## src/plet_pkg.sv

```systemverilog
// shared types, constants and the per-character parse function for the pyx line tokenizer
// no dependencies; used by the interfaces and every module of the block
package plet_pkg;

   // sizes
   localparam int SEGMENT_MAX = 8192;
   localparam int ATTR_MAX    = 64;
   localparam int SEG_W       = $clog2(SEGMENT_MAX);
   localparam int ATTR_W      = $clog2(ATTR_MAX);
   localparam int FIFO_DEPTH  = 4;
   localparam int FIFO_AW     = $clog2(FIFO_DEPTH);
   localparam int FIFO_CW     = $clog2(FIFO_DEPTH + 1);
   localparam int CSR_IDX_W   = 1;
   localparam int CSR_DATA_W  = SEG_W;

   localparam logic [SEG_W-1:0]  SEG_CAP  = SEG_W'(SEGMENT_MAX - 1);
   localparam logic [ATTR_W-1:0] ATTR_CAP = ATTR_W'(ATTR_MAX - 1);

   // characters that steer the parse
   localparam logic [7:0] CH_LPAREN = 8'h28;
   localparam logic [7:0] CH_RPAREN = 8'h29;
   localparam logic [7:0] CH_A      = 8'h41;
   localparam logic [7:0] CH_DASH   = 8'h2D;
   localparam logic [7:0] CH_C      = 8'h43;
   localparam logic [7:0] CH_D      = 8'h44;
   localparam logic [7:0] CH_QUEST  = 8'h3F;
   localparam logic [7:0] CH_BSLASH = 8'h5C;
   localparam logic [7:0] CH_N      = 8'h6E;
   localparam logic [7:0] CH_SPACE  = 8'h20;
   localparam logic [7:0] CH_NL     = 8'h0A;

   typedef enum logic [3:0] {
      LK_NONE    = 4'd0,
      LK_COMMENT = 4'd1,
      LK_PI      = 4'd2,
      LK_DECL    = 4'd3,
      LK_DATA    = 4'd4,
      LK_ATTR    = 4'd5,
      LK_START   = 4'd6,
      LK_END     = 4'd7,
      LK_UNKNOWN = 4'd8
   } line_kind_type;

   typedef enum logic [1:0] {
      PH_SOL = 2'd0,
      PH_KEY = 2'd1,
      PH_VAL = 2'd2
   } line_phase_type;

   typedef enum logic [2:0] {
      EV_CONTENT    = 3'd0,
      EV_START_ELEM = 3'd1,
      EV_END_ELEM   = 3'd2,
      EV_DATA_END   = 3'd3,
      EV_PI_END     = 3'd4,
      EV_COMMENT_END = 3'd5,
      EV_ATTR_END   = 3'd6
   } event_kind_type;

   typedef enum logic [2:0] {
      PT_START_NAME = 3'd0,
      PT_END_NAME   = 3'd1,
      PT_ATTR_KEY   = 3'd2,
      PT_ATTR_VALUE = 3'd3,
      PT_DATA       = 3'd4,
      PT_PI_TARGET  = 3'd5,
      PT_PI_DATA    = 3'd6,
      PT_COMMENT    = 3'd7
   } content_part_type;

   typedef enum logic [CSR_IDX_W-1:0] {
      REG_SEGMENT_LIMIT   = 1'b0,
      REG_ATTRIBUTE_LIMIT = 1'b1
   } csr_index_type;

   typedef struct packed {
      line_kind_type       line_kind;
      line_phase_type      line_phase;
      logic                escape_pending;
      logic [SEG_W-1:0]    segment_length;
      logic [ATTR_W-1:0]   attribute_count;
   } parse_state_type;

   typedef struct packed {
      event_kind_type      event_kind;
      content_part_type    content_part;
      logic [7:0]          content_byte;
      logic [ATTR_W-1:0]   attr_total;
   } result_type;

   // one accepted byte's results: one, or two when the pair flag is set
   typedef struct packed {
      logic                pair;
      result_type          first;
      result_type          second;
   } bundle_type;

   typedef struct packed {
      parse_state_type     st;
      logic                hit;
      result_type          res;
   } char_step_type;

   // one character through the line parser; at most one result per character
   function automatic char_step_type take_char(parse_state_type s, logic [7:0] c_raw,
                                               logic [SEG_W-1:0] seg_limit,
                                               logic [ATTR_W-1:0] attr_limit);
      char_step_type    r;
      logic [7:0]       c;
      content_part_type part;
      logic             keep;
      logic [SEG_W-1:0] slim;
      logic [ATTR_W-1:0] alim;
      r     = '0;
      r.st  = s;
      c     = c_raw;
      part  = PT_START_NAME;
      keep  = 1'b0;
      slim  = (seg_limit > SEG_CAP) ? SEG_CAP : seg_limit;
      alim  = (attr_limit > ATTR_CAP) ? ATTR_CAP : attr_limit;

      if (c == CH_NL && s.line_phase != PH_SOL) begin
         // line end: emit the kind's end event
         unique case (s.line_kind)
            LK_END: begin
               r.hit = 1'b1;
               r.res.event_kind = EV_END_ELEM;
            end
            LK_ATTR: begin
               if (s.attribute_count < alim)
                  r.st.attribute_count = s.attribute_count + 1'b1;
               r.hit = 1'b1;
               r.res.event_kind = EV_ATTR_END;
            end
            LK_DATA: begin
               r.hit = 1'b1;
               r.res.event_kind = EV_DATA_END;
            end
            LK_PI: begin
               r.hit = 1'b1;
               r.res.event_kind = EV_PI_END;
            end
            LK_COMMENT: begin
               r.hit = 1'b1;
               r.res.event_kind = EV_COMMENT_END;
            end
            default: ;
         endcase
         r.st.segment_length = '0;
         r.st.line_phase = PH_SOL;
      end else if (s.line_phase == PH_SOL) begin
         // first character picks the line kind; a pending start element goes out
         r.st.segment_length = '0;
         if ((s.line_kind == LK_START || s.line_kind == LK_ATTR) && c != CH_A) begin
            r.hit = 1'b1;
            r.res.event_kind = EV_START_ELEM;
            r.res.attr_total = s.attribute_count;
         end
         unique case (c)
            CH_LPAREN: begin
               r.st.line_kind = LK_START;
               r.st.attribute_count = '0;
            end
            CH_RPAREN: r.st.line_kind = LK_END;
            CH_A:      r.st.line_kind = LK_ATTR;
            CH_DASH:   r.st.line_kind = LK_DATA;
            CH_C:      r.st.line_kind = LK_COMMENT;
            CH_D:      r.st.line_kind = LK_DECL;
            CH_QUEST:  r.st.line_kind = LK_PI;
            default:   r.st.line_kind = LK_UNKNOWN;
         endcase
         r.st.line_phase = PH_KEY;
      end else if (!s.escape_pending && c == CH_BSLASH) begin
         r.st.escape_pending = 1'b1;
      end else begin
         // content position, with escape translation
         if (s.escape_pending) begin
            r.st.escape_pending = 1'b0;
            if (c == CH_N)
               c = CH_NL;
         end
         unique case (s.line_kind)
            LK_ATTR, LK_PI: begin
               if (s.line_phase == PH_KEY && c == CH_SPACE) begin
                  r.st.segment_length = '0;
                  r.st.line_phase = PH_VAL;
               end else if (s.line_phase == PH_KEY) begin
                  keep = 1'b1;
                  part = (s.line_kind == LK_ATTR) ? PT_ATTR_KEY : PT_PI_TARGET;
               end else begin
                  keep = 1'b1;
                  part = (s.line_kind == LK_ATTR) ? PT_ATTR_VALUE : PT_PI_DATA;
               end
            end
            LK_START: begin
               keep = 1'b1;
               part = PT_START_NAME;
            end
            LK_END: begin
               keep = 1'b1;
               part = PT_END_NAME;
            end
            LK_DATA: begin
               keep = 1'b1;
               part = PT_DATA;
            end
            LK_COMMENT: begin
               keep = 1'b1;
               part = PT_COMMENT;
            end
            default: ;
         endcase
         if (keep && s.segment_length < slim) begin
            r.st.segment_length = s.segment_length + 1'b1;
            r.hit = 1'b1;
            r.res.event_kind = EV_CONTENT;
            r.res.content_part = part;
            r.res.content_byte = c;
         end
      end
      return r;
   endfunction

endpackage

```

## src/plet_if.sv

```systemverilog
// valid/ready channel interfaces for the pyx line tokenizer: input bytes, results, csr writes
// depends on plet_pkg for field widths
interface plet_req_if;
   logic       valid;
   logic       ready;
   logic [7:0] byte_value;
   logic       is_final;

   modport source (output valid, byte_value, is_final, input ready);
   modport sink (input valid, byte_value, is_final, output ready);
endinterface

interface plet_rsp_if;
   logic                        valid;
   logic                        ready;
   logic [2:0]                  event_kind;
   logic [2:0]                  content_part;
   logic [7:0]                  content_byte;
   logic [plet_pkg::ATTR_W-1:0] attr_total;
   logic                        last_result;

   modport source (output valid, event_kind, content_part, content_byte, attr_total,
                   last_result, input ready);
   modport sink (input valid, event_kind, content_part, content_byte, attr_total,
                 last_result, output ready);
endinterface

interface plet_csr_if;
   logic                            valid;
   logic                            ready;
   logic [plet_pkg::CSR_IDX_W-1:0]  index;
   logic [plet_pkg::CSR_DATA_W-1:0] data;

   modport source (output valid, index, data, input ready);
   modport sink (input valid, index, data, output ready);
endinterface

```

## src/plet_front.sv

```systemverilog
// front end: accepts bytes, holds the line parse state and limits, builds result bundles
// depends on plet_pkg and plet_if
module plet_front (
   input  logic                 clock,
   input  logic                 reset,
   plet_req_if.sink             req_bus,
   plet_csr_if.sink             csr_bus,
   input  logic                 fifo_full,
   output logic                 push,
   output plet_pkg::bundle_type push_data
);
   import plet_pkg::*;

   parse_state_type   state_ff, state_in;
   logic [SEG_W-1:0]  seg_limit_ff, seg_limit_in;
   logic [ATTR_W-1:0] attr_limit_ff, attr_limit_in;
   char_step_type     step_byte;
   char_step_type     step_nl;
   logic              add_nl;
   logic              hit_nl;
   logic              accept;

   assign req_bus.ready = !fifo_full;
   assign csr_bus.ready = 1'b1;
   assign accept = req_bus.valid && !fifo_full;

   // the byte, then the implicit newline of a final byte
   always_comb begin
      step_byte = take_char(state_ff, req_bus.byte_value, seg_limit_ff, attr_limit_ff);
      step_nl   = take_char(step_byte.st, CH_NL, seg_limit_ff, attr_limit_ff);
      add_nl    = req_bus.is_final && (req_bus.byte_value != CH_NL);
      hit_nl    = add_nl && step_nl.hit;
   end

   // bundle the results: the first word goes in the first slot
   always_comb begin
      push = accept && (step_byte.hit || hit_nl);
      push_data.pair   = step_byte.hit && hit_nl;
      push_data.first  = step_byte.hit ? step_byte.res : step_nl.res;
      push_data.second = step_nl.res;
   end

   // parse state update
   always_comb begin
      state_in = state_ff;
      if (accept)
         state_in = add_nl ? step_nl.st : step_byte.st;
   end

   // csr writes
   always_comb begin
      seg_limit_in  = seg_limit_ff;
      attr_limit_in = attr_limit_ff;
      if (csr_bus.valid) begin
         unique case (csr_index_type'(csr_bus.index))
            REG_SEGMENT_LIMIT:   seg_limit_in  = csr_bus.data[SEG_W-1:0];
            REG_ATTRIBUTE_LIMIT: attr_limit_in = csr_bus.data[ATTR_W-1:0];
            default: ;
         endcase
      end
   end

   always_ff @(posedge clock) begin
      if (reset) begin
         state_ff.line_kind       <= LK_NONE;
         state_ff.line_phase      <= PH_SOL;
         state_ff.escape_pending  <= 1'b0;
         state_ff.segment_length  <= '0;
         state_ff.attribute_count <= '0;
         seg_limit_ff             <= SEG_CAP;
         attr_limit_ff            <= ATTR_CAP;
      end else begin
         state_ff      <= state_in;
         seg_limit_ff  <= seg_limit_in;
         attr_limit_ff <= attr_limit_in;
      end
   end

   // two results only come from a final byte with its implicit newline
   assert property (@(posedge clock) disable iff (reset)
      (push && push_data.pair) |-> (req_bus.is_final && req_bus.byte_value != CH_NL))
      else $error("result pair without implicit newline");

endmodule

```

## src/plet_fifo.sv

```systemverilog
// short bundle queue between the front end and the back end
// depends on plet_pkg
module plet_fifo (
   input  logic                 clock,
   input  logic                 reset,
   input  logic                 push,
   input  plet_pkg::bundle_type push_data,
   input  logic                 pop,
   output plet_pkg::bundle_type head,
   output logic                 empty,
   output logic                 full
);
   import plet_pkg::*;

   bundle_type         mem [FIFO_DEPTH];
   logic [FIFO_AW-1:0] wr_ptr_ff, wr_ptr_in;
   logic [FIFO_AW-1:0] rd_ptr_ff, rd_ptr_in;
   logic [FIFO_CW-1:0] count_ff, count_in;

   assign head  = mem[rd_ptr_ff];
   assign empty = (count_ff == '0);
   assign full  = (count_ff == FIFO_CW'(FIFO_DEPTH));

   // pointer and count update
   always_comb begin
      wr_ptr_in = push ? wr_ptr_ff + 1'b1 : wr_ptr_ff;
      rd_ptr_in = pop ? rd_ptr_ff + 1'b1 : rd_ptr_ff;
      count_in  = count_ff + FIFO_CW'(push) - FIFO_CW'(pop);
   end

   always_ff @(posedge clock) begin
      if (push)
         mem[wr_ptr_ff] <= push_data;
   end

   always_ff @(posedge clock) begin
      if (reset) begin
         wr_ptr_ff <= '0;
         rd_ptr_ff <= '0;
         count_ff  <= '0;
      end else begin
         wr_ptr_ff <= wr_ptr_in;
         rd_ptr_ff <= rd_ptr_in;
         count_ff  <= count_in;
      end
   end

   assert property (@(posedge clock) disable iff (reset) !(push && full))
      else $error("push into full queue");
   assert property (@(posedge clock) disable iff (reset) !(pop && empty))
      else $error("pop from empty queue");

endmodule

```

## src/plet_back.sv

```systemverilog
// back end: splits bundles into result words and holds them in the output register
// depends on plet_pkg and plet_if
module plet_back (
   input  logic                 clock,
   input  logic                 reset,
   input  plet_pkg::bundle_type head,
   input  logic                 empty,
   output logic                 pop,
   plet_rsp_if.source           rsp_bus
);
   import plet_pkg::*;

   logic       valid_ff, valid_in;
   logic       half_ff, half_in;
   result_type word_ff, word_in;
   logic       last_ff, last_in;
   logic       load;

   assign load = !empty && (!valid_ff || rsp_bus.ready);

   // pick the next word from the head bundle
   always_comb begin
      pop      = 1'b0;
      half_in  = half_ff;
      valid_in = valid_ff && !rsp_bus.ready;
      word_in  = word_ff;
      last_in  = last_ff;
      if (load) begin
         valid_in = 1'b1;
         if (head.pair && !half_ff) begin
            word_in = head.first;
            last_in = 1'b0;
            half_in = 1'b1;
         end else begin
            word_in = half_ff ? head.second : head.first;
            last_in = 1'b1;
            half_in = 1'b0;
            pop     = 1'b1;
         end
      end
   end

   always_ff @(posedge clock) begin
      word_ff <= word_in;
      last_ff <= last_in;
   end

   always_ff @(posedge clock) begin
      if (reset) begin
         valid_ff <= 1'b0;
         half_ff  <= 1'b0;
      end else begin
         valid_ff <= valid_in;
         half_ff  <= half_in;
      end
   end

   assign rsp_bus.valid        = valid_ff;
   assign rsp_bus.event_kind   = word_ff.event_kind;
   assign rsp_bus.content_part = word_ff.content_part;
   assign rsp_bus.content_byte = word_ff.content_byte;
   assign rsp_bus.attr_total   = word_ff.attr_total;
   assign rsp_bus.last_result  = last_ff;

   // second half pending means the pair bundle is still at the head
   assert property (@(posedge clock) disable iff (reset) half_ff |-> (!empty && head.pair))
      else $error("second half pending without pair at head");

endmodule

```

## src/pyx_line_event_tokenizer_top.sv

```systemverilog
// top level of the pyx line event tokenizer
// depends on plet_pkg, plet_if, plet_front, plet_fifo, plet_back
//
// Usage:
//   req_bus carries one document byte per word with an is_final flag on the last
//   byte; a final byte that is not a newline gets an implicit newline after it.
//   rsp_bus carries the events of each byte, zero to two words, the last one of
//   a byte marked by last_result. csr_bus writes segment_limit (index 0) and
//   attribute_limit (index 1); write only while the block is idle.
// Throughput: one byte per cycle while the bundle queue is not full. A byte that causes
//   two events holds the output for its second word; the four-entry bundle queue absorbs this.
// Path: an accepted byte's bundle is written into a queue entry, and when the output
//   is free the output register then loads the first result word from the queue head.
// Reset: synchronous; the parse state clears to start of line, the limits go
//   to their maxima (8191 and 63) and the queue empties. No clearing pass.
// Stall: when rsp_bus.ready is low the output word holds; bytes keep being
//   taken until the queue fills, then req_bus.ready drops.
module pyx_line_event_tokenizer_top (
   input  logic       clock,
   input  logic       reset,
   plet_req_if.sink   req_bus,
   plet_rsp_if.source rsp_bus,
   plet_csr_if.sink   csr_bus
);
   import plet_pkg::*;

   logic       push;
   bundle_type push_data;
   logic       pop;
   bundle_type head;
   logic       empty;
   logic       full;

   plet_front u_front (
      .clock     (clock),
      .reset     (reset),
      .req_bus   (req_bus),
      .csr_bus   (csr_bus),
      .fifo_full (full),
      .push      (push),
      .push_data (push_data)
   );

   plet_fifo u_fifo (
      .clock     (clock),
      .reset     (reset),
      .push      (push),
      .push_data (push_data),
      .pop       (pop),
      .head      (head),
      .empty     (empty),
      .full      (full)
   );

   plet_back u_back (
      .clock   (clock),
      .reset   (reset),
      .head    (head),
      .empty   (empty),
      .pop     (pop),
      .rsp_bus (rsp_bus)
   );

endmodule

```

## src/flat_wrapper.sv

```systemverilog
// flat-port wrapper written by rule: the top's interface ports become plain ports
module pyx_line_event_tokenizer_top_flat import plet_pkg::*;
  (clock, reset, req_bus_valid, req_bus_byte_value, req_bus_is_final, req_bus_ready, rsp_bus_valid, rsp_bus_event_kind, rsp_bus_content_part, rsp_bus_content_byte, rsp_bus_attr_total, rsp_bus_last_result, rsp_bus_ready, csr_bus_valid, csr_bus_index, csr_bus_data, csr_bus_ready);
  plet_req_if req_bus_i ();
  plet_rsp_if rsp_bus_i ();
  plet_csr_if csr_bus_i ();
  input  logic clock;
  input  logic reset;
  input wire logic [$bits(req_bus_i.valid)-1:0] req_bus_valid;
  input wire logic [$bits(req_bus_i.byte_value)-1:0] req_bus_byte_value;
  input wire logic [$bits(req_bus_i.is_final)-1:0] req_bus_is_final;
  output wire logic [$bits(req_bus_i.ready)-1:0] req_bus_ready;
  output wire logic [$bits(rsp_bus_i.valid)-1:0] rsp_bus_valid;
  output wire logic [$bits(rsp_bus_i.event_kind)-1:0] rsp_bus_event_kind;
  output wire logic [$bits(rsp_bus_i.content_part)-1:0] rsp_bus_content_part;
  output wire logic [$bits(rsp_bus_i.content_byte)-1:0] rsp_bus_content_byte;
  output wire logic [$bits(rsp_bus_i.attr_total)-1:0] rsp_bus_attr_total;
  output wire logic [$bits(rsp_bus_i.last_result)-1:0] rsp_bus_last_result;
  input wire logic [$bits(rsp_bus_i.ready)-1:0] rsp_bus_ready;
  input wire logic [$bits(csr_bus_i.valid)-1:0] csr_bus_valid;
  input wire logic [$bits(csr_bus_i.index)-1:0] csr_bus_index;
  input wire logic [$bits(csr_bus_i.data)-1:0] csr_bus_data;
  output wire logic [$bits(csr_bus_i.ready)-1:0] csr_bus_ready;
  assign req_bus_i.valid = req_bus_valid;
  assign req_bus_i.byte_value = req_bus_byte_value;
  assign req_bus_i.is_final = req_bus_is_final;
  assign req_bus_ready = req_bus_i.ready;
  assign rsp_bus_valid = rsp_bus_i.valid;
  assign rsp_bus_event_kind = rsp_bus_i.event_kind;
  assign rsp_bus_content_part = rsp_bus_i.content_part;
  assign rsp_bus_content_byte = rsp_bus_i.content_byte;
  assign rsp_bus_attr_total = rsp_bus_i.attr_total;
  assign rsp_bus_last_result = rsp_bus_i.last_result;
  assign rsp_bus_i.ready = rsp_bus_ready;
  assign csr_bus_i.valid = csr_bus_valid;
  assign csr_bus_i.index = csr_bus_index;
  assign csr_bus_i.data = csr_bus_data;
  assign csr_bus_ready = csr_bus_i.ready;
  pyx_line_event_tokenizer_top u_core (.clock(clock), .reset(reset), .req_bus(req_bus_i), .rsp_bus(rsp_bus_i), .csr_bus(csr_bus_i));
endmodule
```

## config.mk

```make
export PLATFORM = sky130hd
export DESIGN_NAME = pyx_line_event_tokenizer_top_flat
export DESIGN_NICKNAME = d
export VERILOG_FILES = /design/src/plet_pkg.sv /design/src/plet_if.sv /design/src/plet_front.sv /design/src/plet_fifo.sv /design/src/plet_back.sv /design/src/pyx_line_event_tokenizer_top.sv /design/src/flat_wrapper.sv
export SDC_FILE = /design/constraint.sdc
export NUM_CORES = 1
export LEC_CHECK = 0
export BUFFER_PORTS_ARGS = -buffer_cell sky130_fd_sc_hd__buf_2
export CAP_MARGIN = 15
export CORE_UTILIZATION = 35
export CTS_CLUSTER_SIZE = 40
export DETAILED_ROUTE_END_ITERATION = 8
export GPL_TIMING_DRIVEN = 0
export PLACE_DENSITY = 0.6
export SKIP_CTS_REPAIR_TIMING = 1
export SYNTH_ARGS = -nofsm -noshare
export SYNTH_HDL_FRONTEND = slang
export SYNTH_SLANG_ARGS = --single-unit
```

## constraint.sdc

```tcl
create_clock -name clock -period 4.9 [get_ports clock]
set_input_delay 0.735 -clock clock [delete_from_list [all_inputs] [get_ports clock]]
set_output_delay 0.735 -clock clock [all_outputs]
set_load 0.005 [all_outputs]
```

==> impl_metrics.ini <==
[timing]
fin_crit_sh_pct = 91.1
rsz0062_at_grt = no
post-route-min-period_ns = 4.46
max_slew.worst_pin.slew_ns = 1.02
maxSlewViolCount = 0
fmax_mhz = 224
skew_ns = 0.0246
setup_viol = 0
hold_viol_final = 0
setup_tns_ns = 0
slew_headroom_pct = 32.3
whs_ns = 0.416

[status]
status = finished, final reports clean

[global_routing]
grtUsageTotal_pct = 15.5
grt_max_degree = 34
antenna_found_initial = 0
grt_pass1_wl_mm = 35.1
first_global_vias = 6414
gr-total-overflow = 0

[critical_path]
cp_cell_sequence = ha_1 -> a21o_1 -> a2111oi_2 -> o211ai_4 -> nor3_1 -> mux2_2 -> inv_1 -> ha_1 -> and4_1 -> o21ai_0 -> a21oi_1 -> a2111oi_0 -> o2111a_2 -> nand4_1 -> xnor2_1 -> a22o_1
cpMostUsedCell = ha_1
rr_worst_depth = 16
cp_num_cells = 16
worstSetupEndpointType = flop
crit_arrival_ns = 4.87
cp.required_ns = 5.30
cp_top_family = compound AO/OA/AOI/OAI gates
cp_num_buf_inv = 1
cp_slowest_cell = a2111oi_2
critPathMaxFanout = 9
cpPeakStageDelay_ns = 0.51
setup.worst_path.class = flop to flop
cp-start-kind = flop

[finish]
layout.nets = 968
final_common_cell = edfxtp_1
layout-drive-gt1-share_pct = 15.8
final_cell_mix = edfxtp_1 (157), nand2_1 (83), nor2_1 (57), dfxtp_1 (56), buf_2 (53)
n_fill_cell = 2633
n_antenna_cell = 0
postLayoutCellArea_um2 = 11600
area_growth_pct = 15.9

[power_and_ir_drop]
power_density_nw_per_um2 = 402
ir_drop_uv = 179
cellLeakagePower_nw = 4.32
finalPower_mw = 4.66

[clock_network]
clockRootBuffer = clkbuf_16
clk_latency_ns = 0.53
path_clk_slew_ns = 0.06
clk_path_buf_depth = 3
cts_buffers = 23
cts_htree_levels = 1
clkSinkCount = 213
cts_tree = built

[die]
die_width_um = 171
rows = 61
die_h_um = 171
start_util_pct = 35.8
dieArea_um2 = 29200
design.portCount = 52
coreArea_um2 = 27900

[drt]
drc = 0
drt_iter0_drc = 461
vias_per_cell = 5.09
ant_nets = 0
routed_wl_mm = 22.0
num_vias = 6622
first_pass_iters = 4
drt-wirelength-per-cell_um = 16.9

[logic_synthesis]
ys_seq_area_share_pct = 58.4
synthCells = 812
synthFlopType = edfxtp_1
synth.distinct_cells = 70
synth-seq-cells = 213
ys_top_cells_by_area = edfxtp_1 (47%), dfxtp_1 (11%), mux4_2 (7.7%)
synth_top_area_share_pct = 47.1
synth_area_per_cell_um2 = 12.3
synth_edf_count = 157
ys_warn_count = 0
synth.largest_area_cell = edfxtp_1
synth_area_um2 = 10000
async_flop_share_pct = 0

[placed_design]
place_area_um2 = 10900
portBuffers = 49
globalplace.congestion = 0.841
dp_hpwl_mm = 15.2

[worst_hold_path]
hold_class = primary input to flop
hold_depth = 2

[run]
maxCapViolations = 0
power breakdown:
group	switching (mW)	total, mW	internal (mW)
clock network	0.696	1.61	0.917
registers	0.0557	2.19	2.13
logic	0.509	0.860	0.351
total	1.26	4.66	3.40
layout make-up:
cell class                 instances  area (µm²)  area share (%)
sequential                       213        5840            50.3
multi-input combinational        529        3900            33.6
clock buffer                      27         591            5.09
tap                              378         473            4.08
timing repair buffer              57         365            3.15
buffer                            42         165            1.42
inverter                          43         161            1.39
clock inverter                    13         103           0.885
flip-flops by register name (all words and copies together), names as in the netlist, named ones only:
signal / flops
u_core.u_fifo.mem: 136
u_core.u_front.state_ff: 26
u_core.u_front.seg_limit_ff: 13
u_core.u_back.rsp_bus.content_byte: 8
u_core.u_back.rsp_bus.attr_total: 6
u_core.u_front.attr_limit_ff: 6
u_core.u_back.rsp_bus.content_part: 3
u_core.u_back.rsp_bus.event_kind: 3
u_core.u_fifo.count_ff: 3
u_core.u_fifo.rd_ptr_ff: 2
u_core.u_fifo.wr_ptr_ff: 2
u_core.u_back.half_ff: 1
u_core.u_back.rsp_bus.last_result: 1
u_core.u_back.rsp_bus.valid: 1
worst register-to-register path, delay by kind of cell, from the launching register on:
kind / cells / cell delay [ns]
AOI/OAI and AO/OA: 8 / 2.16
and+or+nand+nor: 3 / 0.57
adders and majority gates: 2 / 0.53
DFF: 1 / 0.45
muxes: 1 / 0.41
xor gates and xnor gates: 1 / 0.16
buffers and inverters: 1 / 0.08
synth_stat cells (13+ instances only):
cell type and number:
nand3_1 16, clkbuf_1 35, a211o_1 21, nor2b_1 14, nor3_1 24, mux4_2 34, o21ai_0 25, inv_1 42
nor2_1 57, nand2_1 83, and3_1 13, ha_1 30, edfxtp_1 157, dfxtp_1 56, and2_1 16, a21oi_1 26
logic make-up (layout without fill, tap and decap cells):
logic type / count (synthesis) / in the layout / synth area share [%]
flops: 213 / 213 / 58.4
compound gates: 144 / 144 / 10.3
simple gates: 281 / 281 / 14.2
mux: 43 / 43 / 8.65
fa+ha+maj: 31 / 31 / 3.95
other cells: 2 / 17 / 0.0751
xor+xnor: 13 / 13 / 1.14
buf+inv: 85 / 182 / 3.27
stage by stage:
stage / setup WS [ns] / instances / utilization, %
CTS: 0.334 / 1299 / 41.4
global route: 0.0870 / 1302 / 41.5
floorplan: 0.493 / 827 / -
finish: 0.438 / 1302 / 41.5
global placement: -0.334 / 1254 / 38.6
detailed placement: -0.176 / 1259 / 38.9
final timing paths:
kind / slack [ns] / endpoint / startpoint
hold / removal: 0.42 / u_core.u_front.seg_limit_ff[8]$_SDFFE_PP1P_ / csr_bus_data[8]
setup / recovery: 0.44 / u_core.u_front.state_ff[4]$_SDFFE_PP0P_ / u_core.u_front.state_ff[4]$_SDFFE_PP0P_
setup reg to reg: 0.44 / u_core.u_front.state_ff[4]$_SDFFE_PP0P_ / u_core.u_front.state_ff[4]$_SDFFE_PP0P_
hold reg to reg: 0.48 / u_core.u_front.state_ff[18]$_SDFFE_PP0P_ / u_core.u_front.state_ff[18]$_SDFFE_PP0P_
metal layers:
layer	global-route usage, %	up-vias	part of all wire, %
met5	0	-	0
met4	4.39	0	2.4
met3	2.06	46	4.0
met2	26.2	157	47
met1	20.6	3185	46
li1	-	3234	-
Note: power is estimated with default switching activity, not from simulation.
